==> src/ahgc_pkg.sv <==
package ahgc_pkg;

  // Coefficient format: signed Q(32-F).F
  localparam int COEF_FRAC_BITS = 28;
  localparam int COEF_W         = 32;
  localparam int SAMPLE_W       = 16;
  localparam int VOL_W          = 7;
  localparam int GAIN_W         = 9;

  // Output history: 40 bits, 16 fraction bits
  localparam int HIST_W         = 40;
  localparam int HIST_FRAC      = 16;

  // APB register window: six 32-bit registers
  localparam int ADDR_W         = 5;
  localparam int DATA_W         = 32;

  // Reset value of b0 is 1.0
  localparam logic signed [COEF_W-1:0] COEF_ONE = COEF_W'(64'd1 << COEF_FRAC_BITS);
  localparam logic [VOL_W-1:0]         VOL_RESET = VOL_W'(85);

  // volume*256/100 = volume*64/25, done as a multiply by ceil(2^20/25)
  localparam int GAIN_RECIP_SHIFT = 20;
  localparam int GAIN_RECIP       = ((1 << GAIN_RECIP_SHIFT) + 24) / 25;
  localparam int GAIN_PROD_W      = 23;

  typedef enum logic [2:0] {
    REG_COEF_B0  = 3'd0,
    REG_COEF_B1  = 3'd1,
    REG_COEF_A1  = 3'd2,
    REG_COEF_A2  = 3'd3,
    REG_VOLUME   = 3'd4,
    REG_STEREO   = 3'd5
  } reg_idx_e;

  typedef struct packed {
    logic signed [COEF_W-1:0] coef_b0;
    logic signed [COEF_W-1:0] coef_b1;
    logic signed [COEF_W-1:0] coef_a1;
    logic signed [COEF_W-1:0] coef_a2;
    logic [VOL_W-1:0]         volume_pct;
    logic                     source_stereo;
  } cfg_t;

  // Gain = floor(volume * 256 / 100), exact for every 7-bit volume
  function automatic logic [GAIN_W-1:0] gain_of(input logic [VOL_W-1:0] vol);
    logic [GAIN_PROD_W-1:0] prod;
    prod = GAIN_PROD_W'(vol) * GAIN_PROD_W'(GAIN_RECIP);
    return prod[GAIN_PROD_W-1 -: GAIN_W];
  endfunction

endpackage

==> src/ahgc_regs.sv <==
module ahgc_regs (
  input  logic                         clk_i,
  input  logic                         rst_ni,
  input  logic                         psel,
  input  logic                         penable,
  input  logic                         pwrite,
  input  logic [ahgc_pkg::ADDR_W-1:0]  paddr,
  input  logic [ahgc_pkg::DATA_W-1:0]  pwdata,
  output logic [ahgc_pkg::DATA_W-1:0]  prdata,
  output logic                         pready,
  output ahgc_pkg::cfg_t               cfg_o
);
  import ahgc_pkg::*;

  cfg_t       cfg_q;
  logic [2:0] reg_idx;
  logic       wr_en;

  assign reg_idx = paddr[ADDR_W-1:2];
  assign wr_en   = psel && penable && pwrite;
  assign pready  = 1'b1;
  assign cfg_o   = cfg_q;

  // Write the addressed register, ignore holes in the map
  always_ff @(posedge clk_i or negedge rst_ni) begin
    if (!rst_ni) begin
      cfg_q.coef_b0       <= COEF_ONE;
      cfg_q.coef_b1       <= '0;
      cfg_q.coef_a1       <= '0;
      cfg_q.coef_a2       <= '0;
      cfg_q.volume_pct    <= VOL_RESET;
      cfg_q.source_stereo <= 1'b0;
    end else if (wr_en) begin
      unique case (reg_idx)
        REG_COEF_B0: cfg_q.coef_b0       <= pwdata;
        REG_COEF_B1: cfg_q.coef_b1       <= pwdata;
        REG_COEF_A1: cfg_q.coef_a1       <= pwdata;
        REG_COEF_A2: cfg_q.coef_a2       <= pwdata;
        REG_VOLUME:  cfg_q.volume_pct    <= pwdata[VOL_W-1:0];
        REG_STEREO:  cfg_q.source_stereo <= pwdata[0];
        default: ;
      endcase
    end
  end

  // Read back the addressed register
  always_comb begin
    unique case (reg_idx)
      REG_COEF_B0: prdata = cfg_q.coef_b0;
      REG_COEF_B1: prdata = cfg_q.coef_b1;
      REG_COEF_A1: prdata = cfg_q.coef_a1;
      REG_COEF_A2: prdata = cfg_q.coef_a2;
      REG_VOLUME:  prdata = DATA_W'(cfg_q.volume_pct);
      REG_STEREO:  prdata = DATA_W'(cfg_q.source_stereo);
      default:     prdata = '0;
    endcase
  end

endmodule

==> src/audio_highpass_gain_clamp_core.sv <==
// Each item passes ST_MAC, ST_CONV, ST_TRUNC, ST_GAIN and ST_SCALE before
// speaker_sample_o is valid. A new item is taken only in ST_IDLE; a single
// shared 32x25 multiplier runs the seven biquad products and the gain product.
// in_stall_o is high from acceptance until the result enters the output register.
// Reset (rst_ni low, asynchronous) clears control, filter history and loads
// the register defaults (b0 = 1.0, volume 85, mono source).
module audio_highpass_gain_clamp_core (
  input  logic                            clk_i,
  input  logic                            rst_ni,
  input  logic                            in_valid_i,
  output logic                            in_stall_o,
  input  logic signed [ahgc_pkg::SAMPLE_W-1:0] left_sample_i,
  input  logic signed [ahgc_pkg::SAMPLE_W-1:0] right_sample_i,
  output logic                            out_valid_o,
  input  logic                            out_stall_i,
  output logic signed [ahgc_pkg::SAMPLE_W-1:0] speaker_sample_o,
  input  logic                            psel,
  input  logic                            penable,
  input  logic                            pwrite,
  input  logic [ahgc_pkg::ADDR_W-1:0]     paddr,
  input  logic [ahgc_pkg::DATA_W-1:0]     pwdata,
  output logic [ahgc_pkg::DATA_W-1:0]     prdata,
  output logic                            pready
);
  import ahgc_pkg::*;

  localparam int MUL_B_W = 25;
  localparam int PROD_W  = COEF_W + MUL_B_W;
  localparam int ACC_W   = 60;
  localparam int WIDE_W  = 64;
  localparam int YI_W    = HIST_W - HIST_FRAC;
  localparam int SHR     = (COEF_FRAC_BITS >= HIST_FRAC) ? COEF_FRAC_BITS - HIST_FRAC : 0;
  localparam int SHL     = (COEF_FRAC_BITS >= HIST_FRAC) ? 0 : HIST_FRAC - COEF_FRAC_BITS;

  localparam logic signed [WIDE_W-1:0] HIST_MAX = (64'sd1 <<< (HIST_W - 1)) - 64'sd1;
  localparam logic signed [WIDE_W-1:0] HIST_MIN = -(64'sd1 <<< (HIST_W - 1));
  localparam logic signed [PROD_W-1:0] SAMP_MAX = PROD_W'(32767);
  localparam logic signed [PROD_W-1:0] SAMP_MIN = -PROD_W'(32768);

  // Multiply sequence of the filter
  localparam logic [2:0] STEP_B0_X   = 3'd0;
  localparam logic [2:0] STEP_B1_X1  = 3'd1;
  localparam logic [2:0] STEP_B0_X2  = 3'd2;
  localparam logic [2:0] STEP_A1_HI  = 3'd3;
  localparam logic [2:0] STEP_A1_LO  = 3'd4;
  localparam logic [2:0] STEP_A2_HI  = 3'd5;
  localparam logic [2:0] STEP_A2_LO  = 3'd6;
  localparam logic [2:0] STEP_DRAIN  = 3'd7;

  typedef enum logic [5:0] {
    ST_IDLE  = 6'b000001,
    ST_MAC   = 6'b000010,
    ST_CONV  = 6'b000100,
    ST_TRUNC = 6'b001000,
    ST_GAIN  = 6'b010000,
    ST_SCALE = 6'b100000
  } state_e;

  cfg_t cfg;

  state_e                      state_q, state_d;
  logic [2:0]                  step_q, step_d;
  logic [2:0]                  prev_step;

  logic signed [SAMPLE_W-1:0]  x_q, x1_q, x2_q;
  logic signed [HIST_W-1:0]    y1_q, y2_q;
  logic signed [ACC_W-1:0]     acc_q;
  logic signed [PROD_W-1:0]    prod_q;
  logic signed [YI_W-1:0]      yi_q;
  logic                        out_valid_q;
  logic signed [SAMPLE_W-1:0]  speaker_q;

  logic                        in_accept;
  logic                        out_free;
  logic signed [SAMPLE_W:0]    lr_sum;
  logic signed [SAMPLE_W:0]    lr_adj;
  logic signed [SAMPLE_W-1:0]  x_new;

  logic                        mul_en;
  logic signed [COEF_W-1:0]    a_op;
  logic signed [MUL_B_W-1:0]   b_op;
  logic signed [PROD_W-1:0]    prod_full;

  logic signed [ACC_W-1:0]     prod_ext;
  logic signed [ACC_W-1:0]     term;

  logic signed [WIDE_W-1:0]    acc_wide;
  logic signed [WIDE_W-1:0]    y_full;
  logic signed [HIST_W-1:0]    y_sat;
  logic signed [HIST_W-1:0]    y_bias;
  logic [GAIN_W-1:0]           gain;
  logic signed [PROD_W-1:0]    s_bias;
  logic signed [PROD_W-1:0]    s_full;
  logic signed [SAMPLE_W-1:0]  s_sat;

  ahgc_regs u_regs (
    .clk_i   (clk_i),
    .rst_ni  (rst_ni),
    .psel    (psel),
    .penable (penable),
    .pwrite  (pwrite),
    .paddr   (paddr),
    .pwdata  (pwdata),
    .prdata  (prdata),
    .pready  (pready),
    .cfg_o   (cfg)
  );

  // Handshake
  assign in_stall_o       = (state_q != ST_IDLE);
  assign in_accept        = in_valid_i && !in_stall_o;
  assign out_free         = !out_valid_q || !out_stall_i;
  assign out_valid_o      = out_valid_q;
  assign speaker_sample_o = speaker_q;

  // Pick the filter input: stereo average truncates toward zero
  assign lr_sum = (SAMPLE_W+1)'(left_sample_i) + (SAMPLE_W+1)'(right_sample_i);
  assign lr_adj = lr_sum + (SAMPLE_W+1)'({1'b0, lr_sum[SAMPLE_W]});
  assign x_new  = cfg.source_stereo ? lr_adj[SAMPLE_W:1] : left_sample_i;

  // Select operands of the shared multiplier
  always_comb begin
    mul_en = 1'b0;
    a_op   = '0;
    b_op   = '0;
    if (state_q == ST_MAC && step_q != STEP_DRAIN) begin
      mul_en = 1'b1;
      case (step_q)
        STEP_B0_X: begin
          a_op = cfg.coef_b0;
          b_op = MUL_B_W'(x_q);
        end
        STEP_B1_X1: begin
          a_op = cfg.coef_b1;
          b_op = MUL_B_W'(x1_q);
        end
        STEP_B0_X2: begin
          a_op = cfg.coef_b0;
          b_op = MUL_B_W'(x2_q);
        end
        STEP_A1_HI: begin
          a_op = cfg.coef_a1;
          b_op = MUL_B_W'($signed(y1_q[HIST_W-1:HIST_FRAC]));
        end
        STEP_A1_LO: begin
          a_op = cfg.coef_a1;
          b_op = $signed({(MUL_B_W-HIST_FRAC)'(0), y1_q[HIST_FRAC-1:0]});
        end
        STEP_A2_HI: begin
          a_op = cfg.coef_a2;
          b_op = MUL_B_W'($signed(y2_q[HIST_W-1:HIST_FRAC]));
        end
        STEP_A2_LO: begin
          a_op = cfg.coef_a2;
          b_op = $signed({(MUL_B_W-HIST_FRAC)'(0), y2_q[HIST_FRAC-1:0]});
        end
        default: begin
          a_op = '0;
          b_op = '0;
        end
      endcase
    end else if (state_q == ST_GAIN) begin
      mul_en = 1'b1;
      a_op   = $signed({(COEF_W-GAIN_W)'(0), gain});
      b_op   = MUL_B_W'(yi_q);
    end
  end

  assign prod_full = $signed({{(PROD_W-COEF_W){a_op[COEF_W-1]}}, a_op})
                   * $signed({{(PROD_W-MUL_B_W){b_op[MUL_B_W-1]}}, b_op});

  // Term of the product registered in the previous step; low-half feedback floors by 2^16
  assign prev_step = step_q - 3'd1;
  assign prod_ext  = ACC_W'(prod_q);

  always_comb begin
    case (prev_step) inside
      STEP_B0_X, STEP_B1_X1, STEP_B0_X2: term = prod_ext;
      STEP_A1_HI, STEP_A2_HI:            term = -prod_ext;
      STEP_A1_LO, STEP_A2_LO:            term = -(prod_ext >>> HIST_FRAC);
      default:                           term = '0;
    endcase
  end

  // Bring the sum to Q.16 (floor) and saturate to the history range
  assign acc_wide = WIDE_W'(acc_q);
  assign y_full   = (acc_wide >>> SHR) <<< SHL;

  always_comb begin
    if (y_full > HIST_MAX) begin
      y_sat = HIST_MAX[HIST_W-1:0];
    end else if (y_full < HIST_MIN) begin
      y_sat = HIST_MIN[HIST_W-1:0];
    end else begin
      y_sat = y_full[HIST_W-1:0];
    end
  end

  // Integer part of the newest output, truncated toward zero
  assign y_bias = y1_q + (y1_q[HIST_W-1] ? HIST_W'({HIST_FRAC{1'b1}}) : '0);
  assign gain   = gain_of(cfg.volume_pct);

  // Scale down by 256 toward zero and clamp to 16 bits
  assign s_bias = prod_q + (prod_q[PROD_W-1] ? PROD_W'(8'hFF) : '0);
  assign s_full = s_bias >>> 8;

  always_comb begin
    if (s_full > SAMP_MAX) begin
      s_sat = SAMP_MAX[SAMPLE_W-1:0];
    end else if (s_full < SAMP_MIN) begin
      s_sat = SAMP_MIN[SAMPLE_W-1:0];
    end else begin
      s_sat = s_full[SAMPLE_W-1:0];
    end
  end

  // Sequencer
  always_comb begin
    state_d = state_q;
    step_d  = step_q;
    unique case (state_q)
      ST_IDLE: begin
        if (in_accept) begin
          state_d = ST_MAC;
          step_d  = STEP_B0_X;
        end
      end
      ST_MAC: begin
        step_d = step_q + 3'd1;
        if (step_q == STEP_DRAIN) begin
          state_d = ST_CONV;
        end
      end
      ST_CONV:  state_d = ST_TRUNC;
      ST_TRUNC: state_d = ST_GAIN;
      ST_GAIN:  state_d = ST_SCALE;
      ST_SCALE: begin
        if (out_free) begin
          state_d = ST_IDLE;
        end
      end
      default: state_d = ST_IDLE;
    endcase
  end

  always_ff @(posedge clk_i or negedge rst_ni) begin
    if (!rst_ni) begin
      state_q <= ST_IDLE;
      step_q  <= STEP_B0_X;
    end else begin
      state_q <= state_d;
      step_q  <= step_d;
    end
  end

  // Filter history: shift once per item
  always_ff @(posedge clk_i or negedge rst_ni) begin
    if (!rst_ni) begin
      x1_q <= '0;
      x2_q <= '0;
      y1_q <= '0;
      y2_q <= '0;
    end else if (state_q == ST_CONV) begin
      x2_q <= x1_q;
      x1_q <= x_q;
      y2_q <= y1_q;
      y1_q <= y_sat;
    end
  end

  // Datapath registers
  always_ff @(posedge clk_i) begin
    if (in_accept) begin
      x_q <= x_new;
    end
    if (mul_en) begin
      prod_q <= prod_full;
    end
    if (in_accept) begin
      acc_q <= '0;
    end else if (state_q == ST_MAC && step_q != STEP_B0_X) begin
      acc_q <= acc_q + term;
    end
    if (state_q == ST_TRUNC) begin
      yi_q <= y_bias[HIST_W-1:HIST_FRAC];
    end
  end

  // Output register: load when free, drop valid once taken
  always_ff @(posedge clk_i or negedge rst_ni) begin
    if (!rst_ni) begin
      out_valid_q <= 1'b0;
    end else if (state_q == ST_SCALE && out_free) begin
      out_valid_q <= 1'b1;
    end else if (!out_stall_i) begin
      out_valid_q <= 1'b0;
    end
  end

  always_ff @(posedge clk_i) begin
    if (state_q == ST_SCALE && out_free) begin
      speaker_q <= s_sat;
    end
  end

  // A new result only comes out of the scale step
  assert property (@(posedge clk_i) disable iff (!rst_ni)
    $rose(out_valid_q) |-> $past(state_q == ST_SCALE))
    else $error("output valid rose outside the scale step");

  // An accepted item starts the multiply sequence at its first product
  assert property (@(posedge clk_i) disable iff (!rst_ni)
    in_accept |=> (state_q == ST_MAC && step_q == STEP_B0_X))
    else $error("accepted item did not start the multiply sequence");

  // History advances by exactly one place per item
  assert property (@(posedge clk_i) disable iff (!rst_ni)
    (state_q == ST_CONV) |=> (x2_q == $past(x1_q) && y2_q == $past(y1_q)))
    else $error("filter history did not shift");

  // A pending result is never overwritten while stalled
  assert property (@(posedge clk_i) disable iff (!rst_ni)
    (state_q == ST_SCALE && out_valid_q && out_stall_i) |=> (state_q == ST_SCALE))
    else $error("scale step left while output was stalled");

endmodule

==> config.mk <==
export PLATFORM = sky130hd
export DESIGN_NAME = audio_highpass_gain_clamp_core
export DESIGN_NICKNAME = d
export VERILOG_FILES = /design/src/ahgc_pkg.sv /design/src/ahgc_regs.sv /design/src/audio_highpass_gain_clamp_core.sv
export SDC_FILE = /design/constraint.sdc
export NUM_CORES = 2
export LEC_CHECK = 0
export ABC_AREA = 1
export BUFFER_PORTS_ARGS = -buffer_cell sky130_fd_sc_hd__buf_2
export CAP_MARGIN = 10
export CORE_UTILIZATION = 45
export CTS_CLUSTER_SIZE = 14
export DETAILED_ROUTE_END_ITERATION = 6
export PLACE_DENSITY = 0.62
export SLEW_MARGIN = 20
export SYNTH_ARGS = -nofsm -noshare
export SYNTH_HDL_FRONTEND = slang
export SYNTH_SLANG_ARGS = --single-unit
==> constraint.sdc <==
create_clock -name clk_i -period 24.6 [get_ports clk_i]
set_clock_uncertainty 0.2 [all_clocks]
set_input_delay 0 -clock clk_i [delete_from_list [all_inputs] [get_ports clk_i]]
set_output_delay 0 -clock clk_i [all_outputs]
set_load 0.05 [all_outputs]
After elaboration in Yosys (flattened, before gate mapping):

Cells that the tools add are included.

* eq/ne operators: 30
* bitwise operators: 0
* reduce and logical (&&, ||, !) cells: 29
* multiplexer cells: 26
* add/subtract/negate cells: 9
* $mul: 2
* shifts and indexed selects: 0
* $lt $le $gt $ge: 4
* divide/modulo/power cells: 0

Operator list (number)
* $pmux W32 S6: 1
* $mux W60: 3
* $pmux W25 S7: 1
* $pmux W32 S4: 1
* $mux W40: 2
* $add A60 B60 Y60: 1
* $neg A41 Y60: 1
* $neg A57 Y60: 1
* $add A57 B8 Y57: 1
* $mul A32 B25 Y57: 1
* $mux W25: 2
* $gt A49 B16 Y1 const B: 1
* $lt A49 B16 Y1 const B: 1
* $gt A48 B40 Y1 const B: 1
* $lt A48 B40 Y1 const B: 1
* $mux W16: 3
* $add A40 B16 Y40: 1
* $pmux W6 S6: 1
* $mux W32: 1
* $eq A3 B3 Y1 const B: 9
* $mul A7 B13 Y20 const B: 1
* $eq A3 B2 Y1 const B: 6
* $mux W6: 3
* $add A16 B16 Y17: 1
* other kinds (29): 55

* word-level logic and storage cells: 118
* ROM bits: 0
* bits in latches: 0
* input bits: 76
* memories: 0
* bits in writable memories: 0
* bits in registers: 431

Longest topological paths before layout:

* word-level depth: 7
* depth in mapped cells: 51

By module:

Synthesis repeated with hierarchy kept, for this count alone.

* cell total of the unflattened synthesis: 8107
* area total of the unflattened synthesis: 61124.9 µm²

By module, submodules not included
* audio_highpass_gain_clamp_core: times used 1, seq. area each 7648.6 µm², cells each 7359, area an instance 54527.3 µm²
* ahgc_regs: times used 1, seq. area each 3409.5 µm², cells each 748, area an instance 6597.6 µm²

Worst setup path after synthesis:

OpenSTA, ideal clock, no wires.

* path type: register to register
* start point: reg u_regs.cfg_q, in the netlist u_regs.cfg_o[2]
* end point: reg prod_q[38], data pin
* required time: 24.140 ns
* period minus slack after synthesis: 10.072 ns
* setup time: 0.260 ns
* arrival time: 9.612 ns
* path buffers: 1
* cell stages (with the launch flop): 44
* setup slack: 14.528 ns
* cells stage by stage: dfrtp_1 fa_1 inv_1 fa_1 inv_1 fa_1 inv_1 fa_1 inv_1 ha_1 a21oi_1 o21ai_0 nand2_1 nand3_1 nand2_1 o211ai_1 a21oi_1 o21ai_0 (+8 left out) fa_1 inv_1 fa_1 fa_1 inv_1 fa_1 inv_1 ha_1 nand2_1 nor2_1 inv_1 nor2_1 nand4_1 nand3_1 a21oi_1 o21ai_0 a21oi_1 xnor2_1

* word-level cells in the longest chain between the ends: 4

RTL lines
* start, declared: line ahgc_regs.sv:15 `cfg_t cfg_q;`
* $mul A7 B13 Y20: line ahgc_pkg.sv:48 `prod = GAIN_PROD_W'(vol) * GAIN_PROD_W'(GAIN_RECIP);`
* $mux W9: line audio_highpass_gain_clamp_core.sv:162 `end else if (state_q == ST_GAIN) begin`
* $mux W32: line audio_highpass_gain_clamp_core.sv:126 `if (state_q == ST_MAC && step_q != STEP_DRAIN) begin`
* $mul A32 B25 Y57: line audio_highpass_gain_clamp_core.sv:170 `* $signed({{(PROD_W-MUL_B_W){b_op[MUL_B_W-1]}}, b_op});`
* named net prod_full[38]: line audio_highpass_gain_clamp_core.sv:82 `logic signed [PROD_W-1:0] prod_full;`
* end signal, assigned: line audio_highpass_gain_clamp_core.sv:277 `prod_q <= prod_full;`
* end, declared: line audio_highpass_gain_clamp_core.sv:68 `logic signed [PROD_W-1:0] prod_q;`

The timed path passes the listed nets, and every way through them passes these cells.
A chain may end at the register's enable or synchronous reset.

Worst setup path in the final report:

* start point: reg u_regs.cfg_q, in the netlist u_regs.cfg_o[2]
* end point: reg prod_q[51], data pin

Same word-level chain as after synthesis.

==> run_summary.xml <==
<?xml version="1.0" encoding="UTF-8"?>
<metrics>
  <group name="run_status">
    <metric name="outcome" unit="">complete, but fails checks</metric>
    <metric name="failed_checks" unit="">design-rule violations</metric>
  </group>
  <group name="critical_path">
    <metric name="rr_startpoint" unit="">u_regs.cfg_o[2]</metric>
    <metric name="path_common_cell" unit="">sky130_fd_sc_hd__fa_1</metric>
    <metric name="endpoint_class_of_the_critical_path" unit="">register</metric>
    <metric name="arrival" unit="ns">11.99</metric>
    <metric name="slowest_delay" unit="ns">0.59</metric>
    <metric name="reg2reg_to" unit="">prod_q[51]</metric>
    <metric name="crit_family" unit="">adder cells</metric>
    <metric name="setup.worst_path.start_class" unit="">register</metric>
    <metric name="cp_num_buf_inv" unit="">10</metric>
    <metric name="setup.reg_to_reg.worst_slack" unit="ns">12.81</metric>
    <metric name="worst_ep_required_time" unit="ns">24.80</metric>
    <metric name="critical-path-slowest-cell" unit="">sky130_fd_sc_hd__fa_1</metric>
    <metric name="crit_fanout" unit="">14</metric>
    <metric name="rr_worst_depth" unit="">40</metric>
    <metric name="setup.worst_path.class" unit="">register to register</metric>
  </group>
  <group name="synth">
    <metric name="syn-instance-count" unit="">7979</metric>
    <metric name="postSynthRegisterBits" unit="">431</metric>
    <metric name="post-synth-top-area-fraction" unit="%">27.7</metric>
    <metric name="postSynthAreaPerCell" unit="um2">7.58</metric>
    <metric name="synth_async_reset_ratio" unit="%">59.9</metric>
    <metric name="ys_warn_count" unit="">0</metric>
    <metric name="synthesis.nets" unit="">9209</metric>
    <metric name="ys_types" unit="">71</metric>
    <metric name="syn_area" unit="um2">60500</metric>
    <metric name="synth-main-ff-cell" unit="">sky130_fd_sc_hd__dfrtp_1</metric>
    <metric name="post-synth-top-area-cell" unit="">sky130_fd_sc_hd__fa_1</metric>
    <metric name="synth_enable_flop_cells" unit="">113</metric>
    <metric name="post_synth_main_area_contributors" unit="">sky130_fd_sc_hd__fa_1 28%, sky130_fd_sc_hd__nand2_1 11%, sky130_fd_sc_hd__dfrtp_1 10%</metric>
    <metric name="ys_seq_area_share" unit="%">18.3</metric>
  </group>
  <group name="global_routing">
    <metric name="grt_max_degree" unit="">131</metric>
    <metric name="antenna_found_initial" unit="">1</metric>
    <metric name="gr-total-overflow" unit="">0</metric>
    <metric name="grt_first_pass_wirelength" unit="um">326000</metric>
    <metric name="global_route.usage.total" unit="%">31.3</metric>
    <metric name="grt_pass1_vias" unit="">55104</metric>
  </group>
  <group name="timing">
    <metric name="finalHoldViolCount" unit="">0</metric>
    <metric name="final_number_of_max_transition_violations" unit="">0</metric>
    <metric name="max_slew_margin" unit="%">23.2</metric>
    <metric name="finalSetupViolations" unit="">0</metric>
    <metric name="final.setup.tns" unit="ns">0</metric>
    <metric name="timing.final.crit_share" unit="%">47.9</metric>
    <metric name="final_critical_delay_including_setup_and_external_delays" unit="ns">11.79</metric>
    <metric name="tightestPinTransition" unit="ns">1.14</metric>
    <metric name="unrepaired_setup_endpoints_after_global_routing" unit="">no</metric>
    <metric name="max_clock_freq" unit="MHz">84.8</metric>
  </group>
  <group name="power_and_ir_drop">
    <metric name="power_density" unit="nW/um2">70.5</metric>
    <metric name="total_power" unit="mW">4.61</metric>
    <metric name="power.leakage" unit="nW">32.3</metric>
    <metric name="vdd.ir_drop.worst" unit="mV">0.0605</metric>
  </group>
  <group name="placement">
    <metric name="hpwl" unit="um">164000</metric>
    <metric name="numPortBuffers" unit="">123</metric>
    <metric name="globalplace.congestion" unit="">1.02</metric>
  </group>
  <group name="floorplan">
    <metric name="fp.coreArea" unit="um2">133000</metric>
    <metric name="floorplan.die.height" unit="um">369</metric>
    <metric name="floorplan.initialDensity" unit="%">45.3</metric>
    <metric name="fp.dieArea" unit="um2">136000</metric>
    <metric name="floorplan.io_pins" unit="">127</metric>
    <metric name="row_count" unit="">134</metric>
    <metric name="x_dimension_of_the_die" unit="um">369</metric>
  </group>
  <group name="cts">
    <metric name="cts_max_level" unit="">2</metric>
    <metric name="worstSkewPairLatency" unit="ns">0.66</metric>
    <metric name="worst_setup_hold_path_clk_slew" unit="ns">0.06</metric>
    <metric name="max-clock-path-buffers" unit="">3</metric>
    <metric name="cts_made_buffers" unit="">52</metric>
    <metric name="tritoncts" unit="">yes</metric>
    <metric name="cts-root-buf" unit="">sky130_fd_sc_hd__clkbuf_16</metric>
    <metric name="numClockSinks" unit="">431</metric>
  </group>
  <group name="routing">
    <metric name="vias_per_cell" unit="">5.56</metric>
    <metric name="via_count" unit="">54772</metric>
    <metric name="firstDrtPassIters" unit="">7</metric>
    <metric name="antenna_violating_nets_post_route" unit="">0</metric>
    <metric name="routed_wirelength" unit="um">211000</metric>
    <metric name="detail_route.wl_per_cell" unit="um">21.4</metric>
    <metric name="drt_iter0_drc" unit="">4930</metric>
    <metric name="detail_route.drc_violations" unit="">9</metric>
  </group>
  <group name="run">
    <metric name="max-cap-violations" unit="">0</metric>
  </group>
  <group name="final_layout">
    <metric name="share_of_final_layout_standard_cells_stronger_than_drive_strength_1" unit="%">6.07</metric>
    <metric name="fillerInstances" unit="">13377</metric>
    <metric name="num-nets-final" unit="">9269</metric>
    <metric name="areaGrowthSynthToFinish" unit="%">8.15</metric>
  </group>
  <group name="min_path">
    <metric name="holdCritStartpoint" unit="">paddr[4]</metric>
    <metric name="hold_path.class" unit="">primary input to register</metric>
    <metric name="hold_critical_path_endpoint" unit="">u_regs.cfg_o[81]</metric>
    <metric name="hold-path-cell-count" unit="">5</metric>
  </group>
</metrics>
## cell usage in the layout (no fill, tap or decap), types with 53 or more instances in the layout
master | synthesis | routed
sky130_fd_sc_hd__nand2_1 | 1754 | 1748
sky130_fd_sc_hd__inv_1 | 1547 | 1544
sky130_fd_sc_hd__fa_1 | 838 | 838
sky130_fd_sc_hd__nor2_1 | 831 | 826
sky130_fd_sc_hd__o21ai_0 | 546 | 545
sky130_fd_sc_hd__ha_1 | 316 | 316
sky130_fd_sc_hd__a21oi_1 | 296 | 294
sky130_fd_sc_hd__nand3_1 | 290 | 290
sky130_fd_sc_hd__dfrtp_1 | 252 | 252
sky130_fd_sc_hd__buf_2 | 111 | 122
sky130_fd_sc_hd__edfxtp_1 | 113 | 113
sky130_fd_sc_hd__xor2_1 | 111 | 111
sky130_fd_sc_hd__buf_4 | 2 | 79
sky130_fd_sc_hd__nand4_1 | 77 | 77
sky130_fd_sc_hd__dlygate4sd3_1 | 0 | 74
sky130_fd_sc_hd__dfxtp_1 | 60 | 60
sky130_fd_sc_hd__inv_2 | 57 | 59
sky130_fd_sc_hd__a221oi_1 | 57 | 57
sky130_fd_sc_hd__nor3_1 | 59 | 56
sky130_fd_sc_hd__clkbuf_16 | 0 | 53
## timing repair
item	4_1_cts	5_1_grt
hold buffers	75	0
endpoints found under the hold margin	336	0
buffers inserted	0	0
gates resized for setup	0	0
## per-stage QoR
step           hold WS [ns]  cell area [um2]  utilization [%]  setup WS, ns  instances
2_1_floorplan        -0.496            60500                -         14.53       7979
3_3_place_gp         0.0231            62800             47.1         13.04       9677
3_5_place_dp         0.0188            62800             47.1         12.99       9678
4_1_cts             0.00237            65400             49.0         12.99       9851
5_1_grt              0.0298            65400             49.0         12.28       9851
6_report             0.0246            65400             49.0         12.81       9852
## worst reg2reg max path: cells and delay by family (launching register included)
kind	cells	cell delay (ns)
XOR/XNOR	1	0.15
adder cells (fa/ha/maj)	13	6.53
buffers and inverters	10	1.09
flip-flops	1	0.52
AND/OR/NAND/NOR	6	1.01
AO/OA/AOI/OAI	10	2.05
## power by group
part	switching [mW]	internal [mW]	total [mW]
clock network	0.341	0.484	0.824
registers	0.215	0.962	1.18
logic	1.85	0.759	2.61
total	2.40	2.20	4.61
## registers in the layout (all words and copies together), names as in the netlist, 6 cells and up
name	flops
yi_q	24
x2_q	16
x_q	16
y2_q	40
y1_q	40
x1_q	16
u_regs.cfg_o	136
acc_q	60
speaker_sample_o	16
state_q	6
prod_q	57
## worst max path at each step
stage                          startpoint          to  slack, ns  cells after the start
final                     u_regs.cfg_o[2]  prod_q[51]      12.81                     40
after global routing      u_regs.cfg_o[2]  prod_q[51]      12.28                     45
after CTS                 u_regs.cfg_o[2]  prod_q[51]      12.99                     40
after detailed placement  u_regs.cfg_o[2]  prod_q[51]      12.99                     45
after global placement    u_regs.cfg_o[2]  prod_q[51]      13.04                     40
after floorplan           u_regs.cfg_o[2]  prod_q[38]      14.53                     43
## cells by family (layout without fill, tap and decap cells)
logic type | after synthesis | in the layout | share of synthesized area [%]
simple gates | 3145 | 3145 | 21.3
buf+inv | 1885 | 1989 | 12.1
compound gates | 1217 | 1217 | 11.9
fa+ha+maj | 1154 | 1154 | 34.3
flops | 431 | 431 | 18.3
xor+xnor | 145 | 145 | 2.10
other cells | 1 | 2 | 0.00620
mux | 1 | 1 | 0.0166
## cell usage after synthesis (25+ instances only)
master and n:
sky130_fd_sc_hd__a21oi_1 296, sky130_fd_sc_hd__a221oi_1 57, sky130_fd_sc_hd__a22oi_1 33, sky130_fd_sc_hd__a31oi_1 37, sky130_fd_sc_hd__buf_2 111, sky130_fd_sc_hd__clkbuf_1 138
sky130_fd_sc_hd__dfrtp_1 252, sky130_fd_sc_hd__dfxtp_1 60, sky130_fd_sc_hd__edfxtp_1 113, sky130_fd_sc_hd__fa_1 838, sky130_fd_sc_hd__ha_1 316, sky130_fd_sc_hd__inv_1 1547
sky130_fd_sc_hd__inv_2 57, sky130_fd_sc_hd__nand2_1 1754, sky130_fd_sc_hd__nand3_1 290, sky130_fd_sc_hd__nand4_1 77, sky130_fd_sc_hd__nor2_1 831, sky130_fd_sc_hd__nor2_2 37
sky130_fd_sc_hd__nor3_1 59, sky130_fd_sc_hd__o21ai_0 546, sky130_fd_sc_hd__o21bai_1 25, sky130_fd_sc_hd__o22ai_1 49, sky130_fd_sc_hd__xnor2_1 34, sky130_fd_sc_hd__xor2_1 111
## metal layers
layer	GRT usage, %	vias up	part of all wire [%]
li1	-	25011	-
met1	41.5	26807	41
met2	49.4	2432	45
met3	5.64	520	8.6
met4	15.4	2	5.6
met5	0	-	0.0066
## area by class of cell
type	count	area [um2]	area share (%)
multi-input combinational	5663	42200	64.6
sequential	431	11100	16.9
clock inverter	24	333	0.509
inverter	1613	6060	9.26
tap	1768	2210	3.38
antenna	1	2.50	0.00383
clock buffer	74	1480	2.26
timing repair buffer	278	2010	3.07
(Power assumes the default switching activity.)
